File: config.mk
export PLATFORM = sky130hd
export DESIGN_NAME = decimal_text_to_integer_parser
export DESIGN_NICKNAME = d
export VERILOG_FILES = /design/src/hdl/dtip_pkg.sv /design/src/hdl/dtip_scan.sv /design/src/hdl/dtip_scale.sv /design/src/hdl/decimal_text_to_integer_parser.sv
export SDC_FILE = /design/constraint.sdc
export NUM_CORES = 2
export LEC_CHECK = 0
export BUFFER_PORTS_ARGS = -buffer_cell sky130_fd_sc_hd__buf_2
export CAP_MARGIN = 20
export CORE_ASPECT_RATIO = 1.2
export CORE_MARGIN = 4
export CORE_UTILIZATION = 57
export CTS_BUF_LIST = sky130_fd_sc_hd__clkbuf_8
export CTS_CLUSTER_SIZE = 24
export DETAILED_ROUTE_END_ITERATION = 7
export PLACE_DENSITY = 0.73
export SKIP_CTS_REPAIR_TIMING = 1
export SYNTH_ARGS = -nofsm -noshare
export SYNTH_HDL_FRONTEND = slang
export SYNTH_SLANG_ARGS = --single-unit
File: constraint.sdc
create_clock -name aclk -period 29.5 [get_ports aclk]
set_input_delay 8.85 -clock aclk [delete_from_list [all_inputs] [get_ports aclk]]
set_output_delay 8.85 -clock aclk [all_outputs]
set_load 0.02 [all_outputs]
File: src/hdl/dtip_pkg.sv
// Shared types and constants for the decimal text to integer parser.
package dtip_pkg;

    localparam int CHAR_W = 21;
    localparam int KIND_W = 4;
    localparam int STAT_W = 3;

    typedef struct packed {
        logic [CHAR_W-1:0] char_code;
        logic              last;
    } in_item_t;

    typedef struct packed {
        logic [63:0]       value;
        logic [STAT_W-1:0] status;
    } out_item_t;

    localparam logic [STAT_W-1:0] ST_OK       = 3'd0;
    localparam logic [STAT_W-1:0] ST_NO_INT   = 3'd1;
    localparam logic [STAT_W-1:0] ST_NO_DEC   = 3'd2;
    localparam logic [STAT_W-1:0] ST_BAD_EXP  = 3'd3;
    localparam logic [STAT_W-1:0] ST_TRAILING = 3'd4;
    localparam logic [STAT_W-1:0] ST_RANGE    = 3'd5;
    localparam logic [STAT_W-1:0] ST_LITERAL  = 3'd6;

    localparam logic [KIND_W-1:0] KIND_BOOL = 4'd8;
    localparam logic [KIND_W-1:0] KIND_NULL = 4'd9;
    localparam logic [KIND_W-1:0] KIND_RSVD = 4'd10;

    // Parse summary handed from the scanner to the scaling unit.
    typedef struct packed {
        logic              lit_mode;
        logic              lit_true;
        logic [STAT_W-1:0] err;
        logic              neg;
        logic [63:0]       mant;
        logic [7:0]        dropped;
        logic [4:0]        kept;
        logic              sticky;
        logic [7:0]        exp_val;
        logic              exp_neg;
        logic [KIND_W-1:0] kind;
    } job_t;

    function automatic logic [7:0] lit_char(input logic [1:0] w, input logic [2:0] p);
        logic [7:0] c;
        c = 8'h00;
        unique case (w)
            2'd0: unique case (p)
                3'd0: c = "t"; 3'd1: c = "r"; 3'd2: c = "u"; 3'd3: c = "e";
                default: c = 8'h00;
            endcase
            2'd1: unique case (p)
                3'd0: c = "f"; 3'd1: c = "a"; 3'd2: c = "l"; 3'd3: c = "s";
                3'd4: c = "e"; default: c = 8'h00;
            endcase
            2'd2: unique case (p)
                3'd0: c = "n"; 3'd1: c = "u"; 3'd2: c = "l"; 3'd3: c = "l";
                default: c = 8'h00;
            endcase
            default: c = 8'h00;
        endcase
        return c;
    endfunction

endpackage

File: src/hdl/dtip_scan.sv
// Character scanner: accepts one character per cycle while s_ready is high and builds a parse summary.
module dtip_scan import dtip_pkg::*; #(
    parameter int MAX_VALUE_BITS = 64
) (
    input  logic              aclk,
    input  logic              aresetn,
    input  logic              cfg_we,
    input  logic [KIND_W-1:0] kind,
    input  logic              s_valid,
    output logic              s_ready,
    input  in_item_t          s_data,
    output logic              job_valid,
    input  logic              job_ready,
    output job_t              job
);

    typedef enum logic [3:0] {
        PH_START, PH_SIGN, PH_INT_ZERO, PH_INT, PH_DOT, PH_FRAC, PH_FRAC_FULL,
        PH_EXP_START, PH_EXP_SIGN, PH_EXP_DIGITS, PH_EXP_DONE,
        PH_LIT_TRUE, PH_LIT_FALSE, PH_LIT_NULL
    } phase_t;

    localparam logic [63:0] LIM = {64{1'b1}} >> (64 - MAX_VALUE_BITS);

    phase_t            ph_reg, ph_next;
    logic              neg_reg, neg_next;
    logic [63:0]       mant_reg, mant_next;
    logic [7:0]        drop_reg, drop_next;
    logic [4:0]        kept_reg, kept_next;
    logic              sticky_reg, sticky_next;
    logic [7:0]        ev_reg, ev_next;
    logic              en_reg, en_next;
    logic [2:0]        lp_reg, lp_next;
    logic [STAT_W-1:0] err_reg, err_next;

    logic [CHAR_W-1:0] ch;
    logic              is_dig, lit, take, dig_fits;
    logic [3:0]        dig;
    logic [1:0]        lw;
    logic [2:0]        llen;
    logic [STAT_W-1:0] ferr;
    job_t              j;

    assign s_ready = !job_valid || job_ready;
    assign take    = s_valid && s_ready;
    assign ch      = s_data.char_code;
    assign is_dig  = ch >= CHAR_W'(48) && ch <= CHAR_W'(57);
    assign dig     = ch[3:0];
    assign lit     = kind == KIND_BOOL || kind == KIND_NULL;
    // mant <= (LIM - dig)/10  <=>  mant*10 + dig <= LIM (checked in 68 bits)
    assign dig_fits = ({4'd0, mant_reg} * 68'd10 + 68'(dig)) <= {4'd0, LIM};

    always_comb begin
        ph_next = ph_reg; neg_next = neg_reg; mant_next = mant_reg;
        drop_next = drop_reg; kept_next = kept_reg; sticky_next = sticky_reg;
        ev_next = ev_reg; en_next = en_reg; lp_next = lp_reg; err_next = err_reg;
        lw = 2'd0;
        if (ph_reg == PH_LIT_FALSE) lw = 2'd1;
        else if (ph_reg == PH_LIT_NULL) lw = 2'd2;
        llen = (lw == 2'd1) ? 3'd5 : 3'd4;
        if (err_reg == ST_OK) begin
            if (lit) begin
                if (lp_reg == 3'd0) begin
                    if (kind == KIND_BOOL && ch == CHAR_W'("t")) ph_next = PH_LIT_TRUE;
                    else if (kind == KIND_BOOL && ch == CHAR_W'("f")) ph_next = PH_LIT_FALSE;
                    else if (kind == KIND_NULL && ch == CHAR_W'("n")) ph_next = PH_LIT_NULL;
                    else err_next = ST_LITERAL;
                end else if (ph_reg == PH_LIT_TRUE || ph_reg == PH_LIT_FALSE ||
                             ph_reg == PH_LIT_NULL) begin
                    if (lp_reg >= llen || ch != CHAR_W'(lit_char(lw, lp_reg)))
                        err_next = ST_LITERAL;
                end else begin
                    err_next = ST_LITERAL;
                end
                if (lp_reg < 3'd7) lp_next = lp_reg + 3'd1;
            end else begin
                unique case (ph_reg)
                    PH_START, PH_SIGN, PH_INT: begin
                        if (ph_reg == PH_START && ch == CHAR_W'("-")) begin
                            neg_next = 1'b1; ph_next = PH_SIGN;
                        end else if (ph_reg != PH_INT && ch == CHAR_W'("0")) begin
                            ph_next = PH_INT_ZERO;
                        end else if (is_dig) begin
                            ph_next = PH_INT;
                            if (drop_reg == 8'd0 && dig_fits)
                                mant_next = mant_reg * 64'd10 + 64'(dig);
                            else begin
                                if (drop_reg != 8'd255) drop_next = drop_reg + 8'd1;
                                if (dig != 4'd0) sticky_next = 1'b1;
                            end
                        end else if (ph_reg == PH_INT) begin
                            if (ch == CHAR_W'(".")) ph_next = PH_DOT;
                            else if (ch == CHAR_W'("e") || ch == CHAR_W'("E"))
                                ph_next = PH_EXP_START;
                            else err_next = ST_TRAILING;
                        end else begin
                            err_next = ST_NO_INT;
                        end
                    end
                    PH_INT_ZERO: begin
                        if (ch == CHAR_W'(".")) ph_next = PH_DOT;
                        else if (ch == CHAR_W'("e") || ch == CHAR_W'("E"))
                            ph_next = PH_EXP_START;
                        else err_next = ST_TRAILING;
                    end
                    PH_DOT, PH_FRAC, PH_FRAC_FULL: begin
                        if (is_dig) begin
                            if (ph_reg != PH_FRAC_FULL && drop_reg == 8'd0 &&
                                kept_reg < 5'd31 && dig_fits) begin
                                mant_next = mant_reg * 64'd10 + 64'(dig);
                                kept_next = kept_reg + 5'd1;
                                ph_next   = PH_FRAC;
                            end else begin
                                if (dig != 4'd0) sticky_next = 1'b1;
                                ph_next = PH_FRAC_FULL;
                            end
                        end else if (ph_reg == PH_DOT) begin
                            err_next = ST_NO_DEC;
                        end else if (ch == CHAR_W'("e") || ch == CHAR_W'("E")) begin
                            ph_next = PH_EXP_START;
                        end else begin
                            err_next = ST_TRAILING;
                        end
                    end
                    PH_EXP_START, PH_EXP_SIGN: begin
                        if (ph_reg == PH_EXP_START && ch == CHAR_W'("+")) begin
                            ph_next = PH_EXP_SIGN;
                        end else if (ph_reg == PH_EXP_START && ch == CHAR_W'("-")) begin
                            en_next = 1'b1; ph_next = PH_EXP_SIGN;
                        end else if (ch == CHAR_W'("0")) begin
                            ph_next = PH_EXP_DONE;
                        end else if (is_dig) begin
                            ev_next = 8'(dig); ph_next = PH_EXP_DIGITS;
                        end else begin
                            err_next = ST_BAD_EXP;
                        end
                    end
                    PH_EXP_DIGITS: begin
                        if (is_dig) ev_next = 8'(ev_reg * 8'd10 + 8'(dig));
                        else err_next = ST_TRAILING;
                    end
                    default: err_next = ST_TRAILING;
                endcase
            end
        end
        // end-of-string checks
        ferr = err_next;
        if (ferr == ST_OK) begin
            if (lit) begin
                if (!(ph_next == PH_LIT_TRUE || ph_next == PH_LIT_FALSE ||
                      ph_next == PH_LIT_NULL))
                    ferr = ST_LITERAL;
                else if (lp_next != ((ph_next == PH_LIT_FALSE) ? 3'd5 : 3'd4))
                    ferr = ST_LITERAL;
            end else if (ph_next == PH_START || ph_next == PH_SIGN) ferr = ST_NO_INT;
            else if (ph_next == PH_DOT) ferr = ST_NO_DEC;
            else if (ph_next == PH_EXP_START || ph_next == PH_EXP_SIGN) ferr = ST_BAD_EXP;
        end
        j.lit_mode = lit;
        j.lit_true = ph_next == PH_LIT_TRUE;
        j.err      = ferr;
        j.neg      = neg_next;
        j.mant     = mant_next;
        j.dropped  = drop_next;
        j.kept     = kept_next;
        j.sticky   = sticky_next;
        j.exp_val  = ev_next;
        j.exp_neg  = en_next;
        j.kind     = kind;
    end

    always_ff @(posedge aclk) begin
        if (!aresetn || cfg_we || (take && s_data.last)) begin
            ph_reg <= PH_START; neg_reg <= 1'b0; mant_reg <= '0; drop_reg <= '0;
            kept_reg <= '0; sticky_reg <= 1'b0; ev_reg <= '0; en_reg <= 1'b0;
            lp_reg <= '0; err_reg <= ST_OK;
        end else if (take) begin
            ph_reg <= ph_next; neg_reg <= neg_next; mant_reg <= mant_next;
            drop_reg <= drop_next; kept_reg <= kept_next; sticky_reg <= sticky_next;
            ev_reg <= ev_next; en_reg <= en_next; lp_reg <= lp_next; err_reg <= err_next;
        end
    end

    // one-entry queue toward the scaling unit
    always_ff @(posedge aclk) begin
        if (!aresetn) begin
            job_valid <= 1'b0;
        end else if (take && s_data.last) begin
            job_valid <= 1'b1;
        end else if (job_ready) begin
            job_valid <= 1'b0;
        end
        if (take && s_data.last) job <= j;
    end

endmodule

File: src/hdl/dtip_scale.sv
// Scaling unit: applies the power of ten one step at a time and range checks.
module dtip_scale import dtip_pkg::*; #(
    parameter int MAX_VALUE_BITS = 64
) (
    input  logic      aclk,
    input  logic      aresetn,
    input  logic      job_valid,
    output logic      job_ready,
    input  job_t      job,
    output logic      m_valid,
    input  logic      m_ready,
    output out_item_t m_data
);

    typedef enum logic [2:0] {
        S_IDLE, S_UP, S_DOWN, S_DIV1, S_DIV2, S_DIV3, S_CHECK
    } state_t;

    localparam logic [63:0] LIM = {64{1'b1}} >> (64 - MAX_VALUE_BITS);

    state_t          st_reg;
    job_t            jb_reg;
    logic [63:0]     mag_reg;
    logic [63:0]     quo_reg;
    logic            frac_reg, over_reg;
    logic [9:0]      cnt_reg;
    logic signed [10:0] e;
    logic [63:0]     t_a, t_b, rem, quo_fix, rem_fix;
    logic            out_load;
    logic [6:0]      bits;
    logic [63:0]     mask, pos_b, neg_b, bound, outv;
    logic [STAT_W-1:0] stat;

    assign e = (job.exp_neg ? -$signed({3'b0, job.exp_val}) : $signed({3'b0, job.exp_val}))
               + $signed({3'b0, job.dropped}) - $signed({6'b0, job.kept});

    // divide by ten with shifts and adds over states S_DOWN, S_DIV1, S_DIV2 and S_DIV3;
    // the estimate is at most one low, so one compare and subtract corrects it
    assign t_a = (mag_reg >> 1) + (mag_reg >> 2);
    assign t_b = quo_reg + (quo_reg >> 8);
    assign rem = mag_reg - ((quo_reg << 3) + (quo_reg << 1));

    always_comb begin
        if (rem > 64'd9) begin
            quo_fix = quo_reg + 64'd1;
            rem_fix = rem - 64'd10;
        end else begin
            quo_fix = quo_reg;
            rem_fix = rem;
        end
    end

    assign job_ready = st_reg == S_IDLE && (!m_valid || m_ready);

    assign out_load = (st_reg == S_IDLE && job_valid && job_ready &&
                       (job.lit_mode || job.err != ST_OK)) || st_reg == S_CHECK;

    always_comb begin
        bits  = 7'd8 << jb_reg.kind[1:0];
        mask  = (bits == 7'd64) ? {64{1'b1}} : ((64'd1 << bits) - 64'd1);
        if (jb_reg.kind < 4'd4) begin
            pos_b = mask >> 1; neg_b = pos_b + 64'd1;
        end else begin
            pos_b = mask; neg_b = '0;
        end
        if (pos_b > LIM) pos_b = LIM;
        if (neg_b > LIM) neg_b = LIM;
        bound = jb_reg.neg ? neg_b : pos_b;
        outv  = jb_reg.neg ? ((64'd0 - mag_reg) & mask) : mag_reg;
        if (jb_reg.kind >= KIND_RSVD || over_reg || mag_reg > bound ||
            (mag_reg == bound && frac_reg))
            stat = ST_RANGE;
        else
            stat = ST_OK;
    end

    always_ff @(posedge aclk) begin
        if (!aresetn) begin
            st_reg  <= S_IDLE;
            m_valid <= 1'b0;
        end else begin
            if (out_load) m_valid <= 1'b1;
            else if (m_valid && m_ready) m_valid <= 1'b0;
            unique case (st_reg)
                S_IDLE: if (job_valid && job_ready) begin
                    jb_reg   <= job;
                    mag_reg  <= job.mant;
                    if (job.lit_mode || job.err != ST_OK) begin
                        m_data.status <= job.err;
                        m_data.value  <= (job.lit_mode && job.err == ST_OK &&
                                          job.lit_true) ? 64'd1 : 64'd0;
                    end else if (job.dropped == 8'd255) begin
                        over_reg <= 1'b1;
                        frac_reg <= job.sticky;
                        st_reg   <= S_CHECK;
                    end else if (e >= 11'sd1) begin
                        over_reg <= job.sticky || job.dropped != 8'd0;
                        frac_reg <= 1'b0;
                        cnt_reg  <= 10'(e);
                        st_reg   <= (job.sticky || job.dropped != 8'd0) ? S_CHECK : S_UP;
                    end else begin
                        over_reg <= 1'b0;
                        frac_reg <= job.sticky;
                        cnt_reg  <= 10'(-e);
                        st_reg   <= S_DOWN;
                    end
                end
                S_UP: begin
                    // stop early once zero or overflow
                    if (cnt_reg == 10'd0 || mag_reg == 64'd0) st_reg <= S_CHECK;
                    else if (mag_reg > LIM / 64'd10) begin
                        over_reg <= 1'b1; st_reg <= S_CHECK;
                    end else begin
                        mag_reg <= mag_reg * 64'd10;
                        cnt_reg <= cnt_reg - 10'd1;
                    end
                end
                S_DOWN: begin
                    if (cnt_reg == 10'd0 || mag_reg == 64'd0) st_reg <= S_CHECK;
                    else begin
                        quo_reg <= t_a + (t_a >> 4);
                        st_reg  <= S_DIV1;
                    end
                end
                S_DIV1: begin
                    quo_reg <= t_b + (t_b >> 16);
                    st_reg  <= S_DIV2;
                end
                S_DIV2: begin
                    quo_reg <= (quo_reg + (quo_reg >> 32)) >> 3;
                    st_reg  <= S_DIV3;
                end
                S_DIV3: begin
                    if (rem_fix != 64'd0) frac_reg <= 1'b1;
                    mag_reg <= quo_fix;
                    cnt_reg <= cnt_reg - 10'd1;
                    st_reg  <= S_DOWN;
                end
                S_CHECK: begin
                    m_data.status <= stat;
                    m_data.value  <= (stat == ST_OK) ? outv : 64'd0;
                    st_reg  <= S_IDLE;
                end
                default: st_reg <= S_IDLE;
            endcase
        end
    end

endmodule

File: src/hdl/decimal_text_to_integer_parser.sv
// Top level of the decimal text to integer parser.
// Input channel s_*: one character per transfer, s_data.last marks the final
// character of a string. Characters are taken one per cycle while s_ready is high.
// Result channel m_*: one transfer per string, carrying value and status.
// target_kind is to be written through cfg_we/cfg_data only while the block is
// idle, which the block itself does not enforce; a write drops any partial string.
// After the last character the parse summary is registered in the queue; a
// literal or an error then goes straight to the result register, otherwise the
// value is multiplied or divided by ten step by step and range checked. The loop
// stops once the value reaches zero or overflows, so at most 20 steps run.
// A one-entry queue between scanner and scaling unit lets the scanner take
// the next string's characters while a result is being scaled; a second
// finished string stalls the input until the queue drains.
// Reset: target_kind returns to int32 and the parse starts fresh.
// When m_ready is low the result holds in its register and the scaling
// unit, then the scanner, stop in turn.
module decimal_text_to_integer_parser import dtip_pkg::*; #(
    parameter int MAX_VALUE_BITS = 64
) (
    input  logic              aclk,
    input  logic              aresetn,
    input  logic              cfg_we,
    input  logic [KIND_W-1:0] cfg_data,
    input  logic              s_valid,
    output logic              s_ready,
    input  in_item_t          s_data,
    output logic              m_valid,
    input  logic              m_ready,
    output out_item_t         m_data
);

    logic [KIND_W-1:0] kind_reg;
    logic job_valid, job_ready;
    job_t job;

    always_ff @(posedge aclk) begin
        if (!aresetn) kind_reg <= 4'd2;
        else if (cfg_we) kind_reg <= cfg_data;
    end

    dtip_scan #(.MAX_VALUE_BITS(MAX_VALUE_BITS)) u_scan (
        .aclk, .aresetn, .cfg_we, .kind(kind_reg),
        .s_valid, .s_ready, .s_data,
        .job_valid, .job_ready, .job
    );

    dtip_scale #(.MAX_VALUE_BITS(MAX_VALUE_BITS)) u_scale (
        .aclk, .aresetn, .job_valid, .job_ready, .job,
        .m_valid, .m_ready, .m_data
    );

endmodule
Yosys cells after proc, flatten, opt, wreduce, memory -nomap -nowiden
Cells that the tools add are included.
{ "word_totals": {"elab_cells": 387, "regBits": 416, "inputBits": 31, "out_inout_bits": 69} }
{ "op_classes": {"reduce_logical": 81, "shift": 2, "order_cmp": 14, "addsub": 23, "mux": 168, "n_eq_ne": 60, "n_mul": 4, "bitwise": 1} }
{ "ops": {"columns": ["op", "count"], "rows": [
  ["$mux 64", 22],
  ["$pmux 64 s3", 2],
  ["$mux 8", 19],
  ["$mux 67", 2],
  ["$pmux 67 s2", 1],
  ["$gt 64x64->1 const B", 2],
  ["$mul 64x3->63 const B", 2],
  ["$pmux 64 s2", 1],
  ["$mux 3", 40],
  ["$eq 21x7->1 const B", 5],
  ["$eq 21x6->1 const B", 4],
  ["$mux 4", 18],
  ["$add 68x4->68", 1],
  ["$le 68x64->1 const B", 1],
  ["$mul 64x3->67 const B", 1],
  ["$add 63x1->64 const B", 1],
  ["$add 63x62->64", 1],
  ["$add 64x1->64 const B", 1],
  ["$add 64x32->64", 1],
  ["$add 64x4->64", 1],
  ["$add 64x48->64", 1],
  ["$add 64x56->64", 1],
  ["$add 64x60->64", 1],
  ["$add 64x64->64", 1],
  ["other kinds (84)", 223]
]} }

Longest topological paths before layout
{ "logic_depth": {"depth_word": 21, "mapped_depth": 35, "ltp_nobuf": 35} }

Modules after synthesis
A second synthesis with hierarchy kept.
{ "unflattened": {"hier_cells": 7040, "hier_area_um2": 56837.0} }
{ "by_module_without_submodules": {"columns": ["mod", "cells_per_inst", "area_each_um2", "instances"], "rows": [
  ["dtip_scale", 5155, 40906.7, 1],
  ["dtip_scan", 1872, 15782.6, 1],
  ["decimal_text_to_integer_parser", 13, 147.6, 1]
]} }

Least setup slack after synthesis
No wires, ideal clock.
{ "synth_path": {"path_type": "input to output", "start": "input port m_ready", "end": "output port s_ready", "stages": 3, "slack_ns": 11.392, "arrival_time_ns": 9.258, "path_cell_list": "nand2b_1 > nand2_1 > nand2_1"} }
{ "synth_via": {"elab_chain_len": 3} }
{ "synth_rtl": {"columns": ["item", "line", "source"], "rows": [
  ["start, declared", "decimal_text_to_integer_parser.sv:28", "input logic m_ready,"],
  ["$logic_or 1x1->1", "dtip_scale.sv:53", "assign job_ready = st_reg == S_IDLE && (!m_valid || m_ready);"],
  ["$logic_and 1x1->1", "dtip_scale.sv:53", null],
  ["$logic_or 1x1->1", "dtip_scan.sv:44", "assign s_ready = !job_valid || job_ready;"],
  ["end, declared", "decimal_text_to_integer_parser.sv:25", "output logic s_ready,"]
]} }
Every way passes these cells.

Final worst setup path
Ends and elaborated chain as after synthesis.

==> impl_summary.md <==
GRT
Global routing used between 30% and 40% of the available tracks. The number of antenna violations at the first check in global routing is 10. The global-route wire length before repair is between 300 and 400 mm. The number of global-route vias before repair was between 50k and 60k. After global routing the overflow that remains totals 0. Entering global routing, the biggest net connects 83 pins.

Floorplanning
The area enclosed by the die boundary is 100,900 um2. The die span in y is about 350 um. For this design the top-level I/O count stands at 100.

The floorplan has roughly 120 rows. Measured along the x axis, the die boundary spans roughly 290 um. The region available for standard cell placement spans 95,260 um2. For this configuration, the core starts out at a cell density of ~57%.

Clock tree
The clock slew at the register clock pins of the worst setup and hold paths is ~0.060 ns. TritonCTS built the clock tree. For this design, the sink count on the clock tree is 416. The buffer levels on the longest clock path is 3. The clock reaches the later pin of the worst-skew pair after 0.76 ns. The H-tree depth is 3.

The cell sitting at the root of the clock tree is a clkbuf_8. The total CTS buffers is 76.

Power and ir drop
The clock network burns 34.1% of the power. The share of total power in combinational logic is between 20% and 30%. Power spread over the standard cell area amounts to around 31 nW/um2. The leakage power total is around 25 nW. The share of total power consumed by net switching is between 30% and 40%. The net switching power of the design is ~0.63 mW. IR analysis of the VDD net gives a maximum drop of roughly 0.027 mV. Registers are responsible for between 30% and 40% of the overall power.

The cell-internal power is 1.173 mW.

Timing
Setup slack on the critical path of the routed design comes to 11.12 ns. The count of pins over their slew limit is 0. The number of setup violations in the final report is 0. The final count of hold timing violations was 0. Of the available clock period, the critical path in the final layout requires between 60 and 70%. The headroom to the max-slew limit is roughly 22%. After routing, the total negative slack on setup checks comes to 0 ns. Setup repair after global routing left no endpoint under its margin.

For the final database, setup skew stands at between 0.06 and 0.07 ns. The clock period could shrink to 18.38 ns. The maximum clock frequency is 0.05442 GHz. The transition time at the pin with the least slew margin is between 1 and 1.5 ns.

Cells and area
The layout has about 8.8k filler cells. The count of nets after finishing is 7,679. The share of cells above drive strength 1 is under 10%. The top cell types in the final layout, fill and taps aside, are ha_1 (768), nand2_1 (673), a21oi_1 (640).

The flip-flop count of the largest register, all copies and words added is 97. For this run, the share of the core covered by cells in the final layout is between 60% and 70%. The area overhead of the layout relative to synthesis is 6.328%. Leaving out fill and tap cells, the most frequent cell in the layout is ha_1. In the final layout, the registers with the most flip-flops are u_scan.job x97, u_scale.m_data x67. The post-route cell area is 58,110 um2. Ranked by flip-flop count, first place goes to u_scan.job.

Setup path
In this run the worst path has a maximum fanout of 4. The cell family with the largest share of critical-path delay is simple AND/OR/NAND/NOR gates. STA classifies the critical path endpoint as a primary output. The signal on the critical path passes through buf_2, nand2b_1, nand2_1, nand2_1, buf_2. The required time of the critical path is about 21 ns. The largest incremental delay on the critical path is 0.19 ns. The critical path arrival is ~9.5 ns. The worst setup path is launched from an input port. The slowest cell on the critical path is buf_2. The kind of critical path is input port to primary output. Counting both buffers and inverters, the worst setup path holds a total of 2.

Drt
In the routed design, unresolved DRC markers number 4. The routed layout has 53.19k vias. In this run, the number of DRC markers left after iteration 0 of detailed routing was 4,621. Once detail routing completed, the nets flagged for antenna violations numbered 0. The detailed-route wire length per cell is 25.22 um. The number of iterations in the first detailed-routing pass is 8.

The final layout contains routed wiring with a total length of around 210 mm. Dividing the detail-routed via count by the number of cells gives roughly 6.5.

Synth
The average instance area after synthesis is about 8 um2. The number of cells produced by synthesis is 6,781. The post-synthesis instance area is between 50,000 and 60,000 um2. The fraction of registers with async set/reset is 0%. For this run, the number of Yosys warnings is 0.

The leading register cell type out of synthesis is edfxtp_1. The post-synthesis sequential area ratio is around a fifth. Counting flops and latches in the post-synthesis netlist gives 416. Counting flops with a built-in enable in the synthesized netlist gives just over 300. In this run, distinct cell masters in the synthesized netlist total about 100. The number of nets in the synthesized netlist is ~7.7k.

Run status
The final reports fail on DRC. The run finished, with violations left.

Placed design
At the placement stage, the worst setup path has a slack of approximately 11 ns. The total cell area at the placement stage is about 56,000 um2. The half-perimeter wire length of the detailed placement result is between 150 and 200 mm.

Routability-driven placement finished with a final weighted congestion of 1.060. Port buffering added 99 buffers.

Flow run
The tool flagged a number of max-cap violations equal to 0.

Worst hold path
In this run the worst hold path is classified as flip-flop to flip-flop.
-- cell usage after synthesis, drive strengths merged (85+ instances only) --
master,instances,share of area [%]
ha,768,18
nand2,676,4.6
a21oi,644,5.9
nor2,500,3.4
o21ai,471,4.3
xnor2,453,7.3
inv,310,2.1
edfxtp,309,17
a21o,275,3.8
xor2,204,3.3
clkbuf,185,1.3
nand3,170,1.6
nor3,159,1.5
nand4,142,1.6
dfxtp,107,3.9
nand2b,92,1.1
nor2b,85,0.97
-- per-stage QoR --
| step | std cells | hold slack (ns) | power (mW) |
|---|---|---|---|
| after global routing | 8123 | 0.4286 | 1.875 |
| after global placement | 7986 | 0.4060 | 1.180 |
| after floorplan | 6781 | 0.4003 | 1.038 |
| after CTS | 8121 | 0.4176 | 1.796 |
| after detailed placement | 7987 | 0.4062 | 1.185 |
| final | 8130 | 0.4201 | 1.802 |
-- worst paths after layout --
kind | from | endpoint | slack (ns) | cells past startpoint
min reg2reg | u_scan.job[2] | u_scale.jb_reg[2] | 0.42 | 0
min | u_scan.job[2] | u_scale.jb_reg[2] | 0.42 | 0
max | m_ready | s_ready | 11.12 | 5
max reg2reg | u_scale.mag_reg[6] | u_scale.quo_reg[60] | 20.49 | 28
-- routing by layer --
metal	part of all wire (%)	global-route usage [%]	vias to the layer above
li1	-	-	24987
met1	37	44.61	25216
met2	45	64.04	2299
met3	7.7	6.365	687
met4	10	32.36	2
met5	0.0049	0	-
-- final cells by class --
class                      count  area, um2  share of cell area [%]
multi-input combinational   5825      41240                   70.98
sequential                   416      11420                   19.66
tap                         1260       1577                   2.713
clock buffer                  91       1252                   2.155
inverter                     313       1177                   2.026
timing repair buffer         174       1054                   1.813
clock inverter                43      364.1                  0.6266
antenna                        8      20.02                 0.03445
-- kinds of logic (layout without fill, tap and decap cells) --
kind of cell / count (synthesis) / count (layout) / share of synthesized area, %
buffers and inverters: 540 / 621 / 3.764
AND/OR/NAND/NOR: 2230 / 2230 / 19.93
XOR/XNOR: 657 / 657 / 10.53
adder cells (fa/ha/maj): 843 / 843 / 20.31
flip-flops: 416 / 416 / 20.90
AO/OA/AOI/OAI: 2062 / 2062 / 23.94
other: 0 / 8 / 0
multiplexers: 33 / 33 / 0.6250
-- power groups by stage --
| stage | clock (mW) | sequential (mW) | combinational, mW |
|---|---|---|---|
| after floorplan | 0 | 0.673 | 0.366 |
| after global placement | 0 | 0.678 | 0.502 |
| after detailed placement | 0 | 0.678 | 0.507 |
| after CTS | 0.620 | 0.666 | 0.511 |
| after global routing | 0.643 | 0.667 | 0.566 |
| final | 0.614 | 0.667 | 0.522 |
Power figures use the tool's default switching activity.
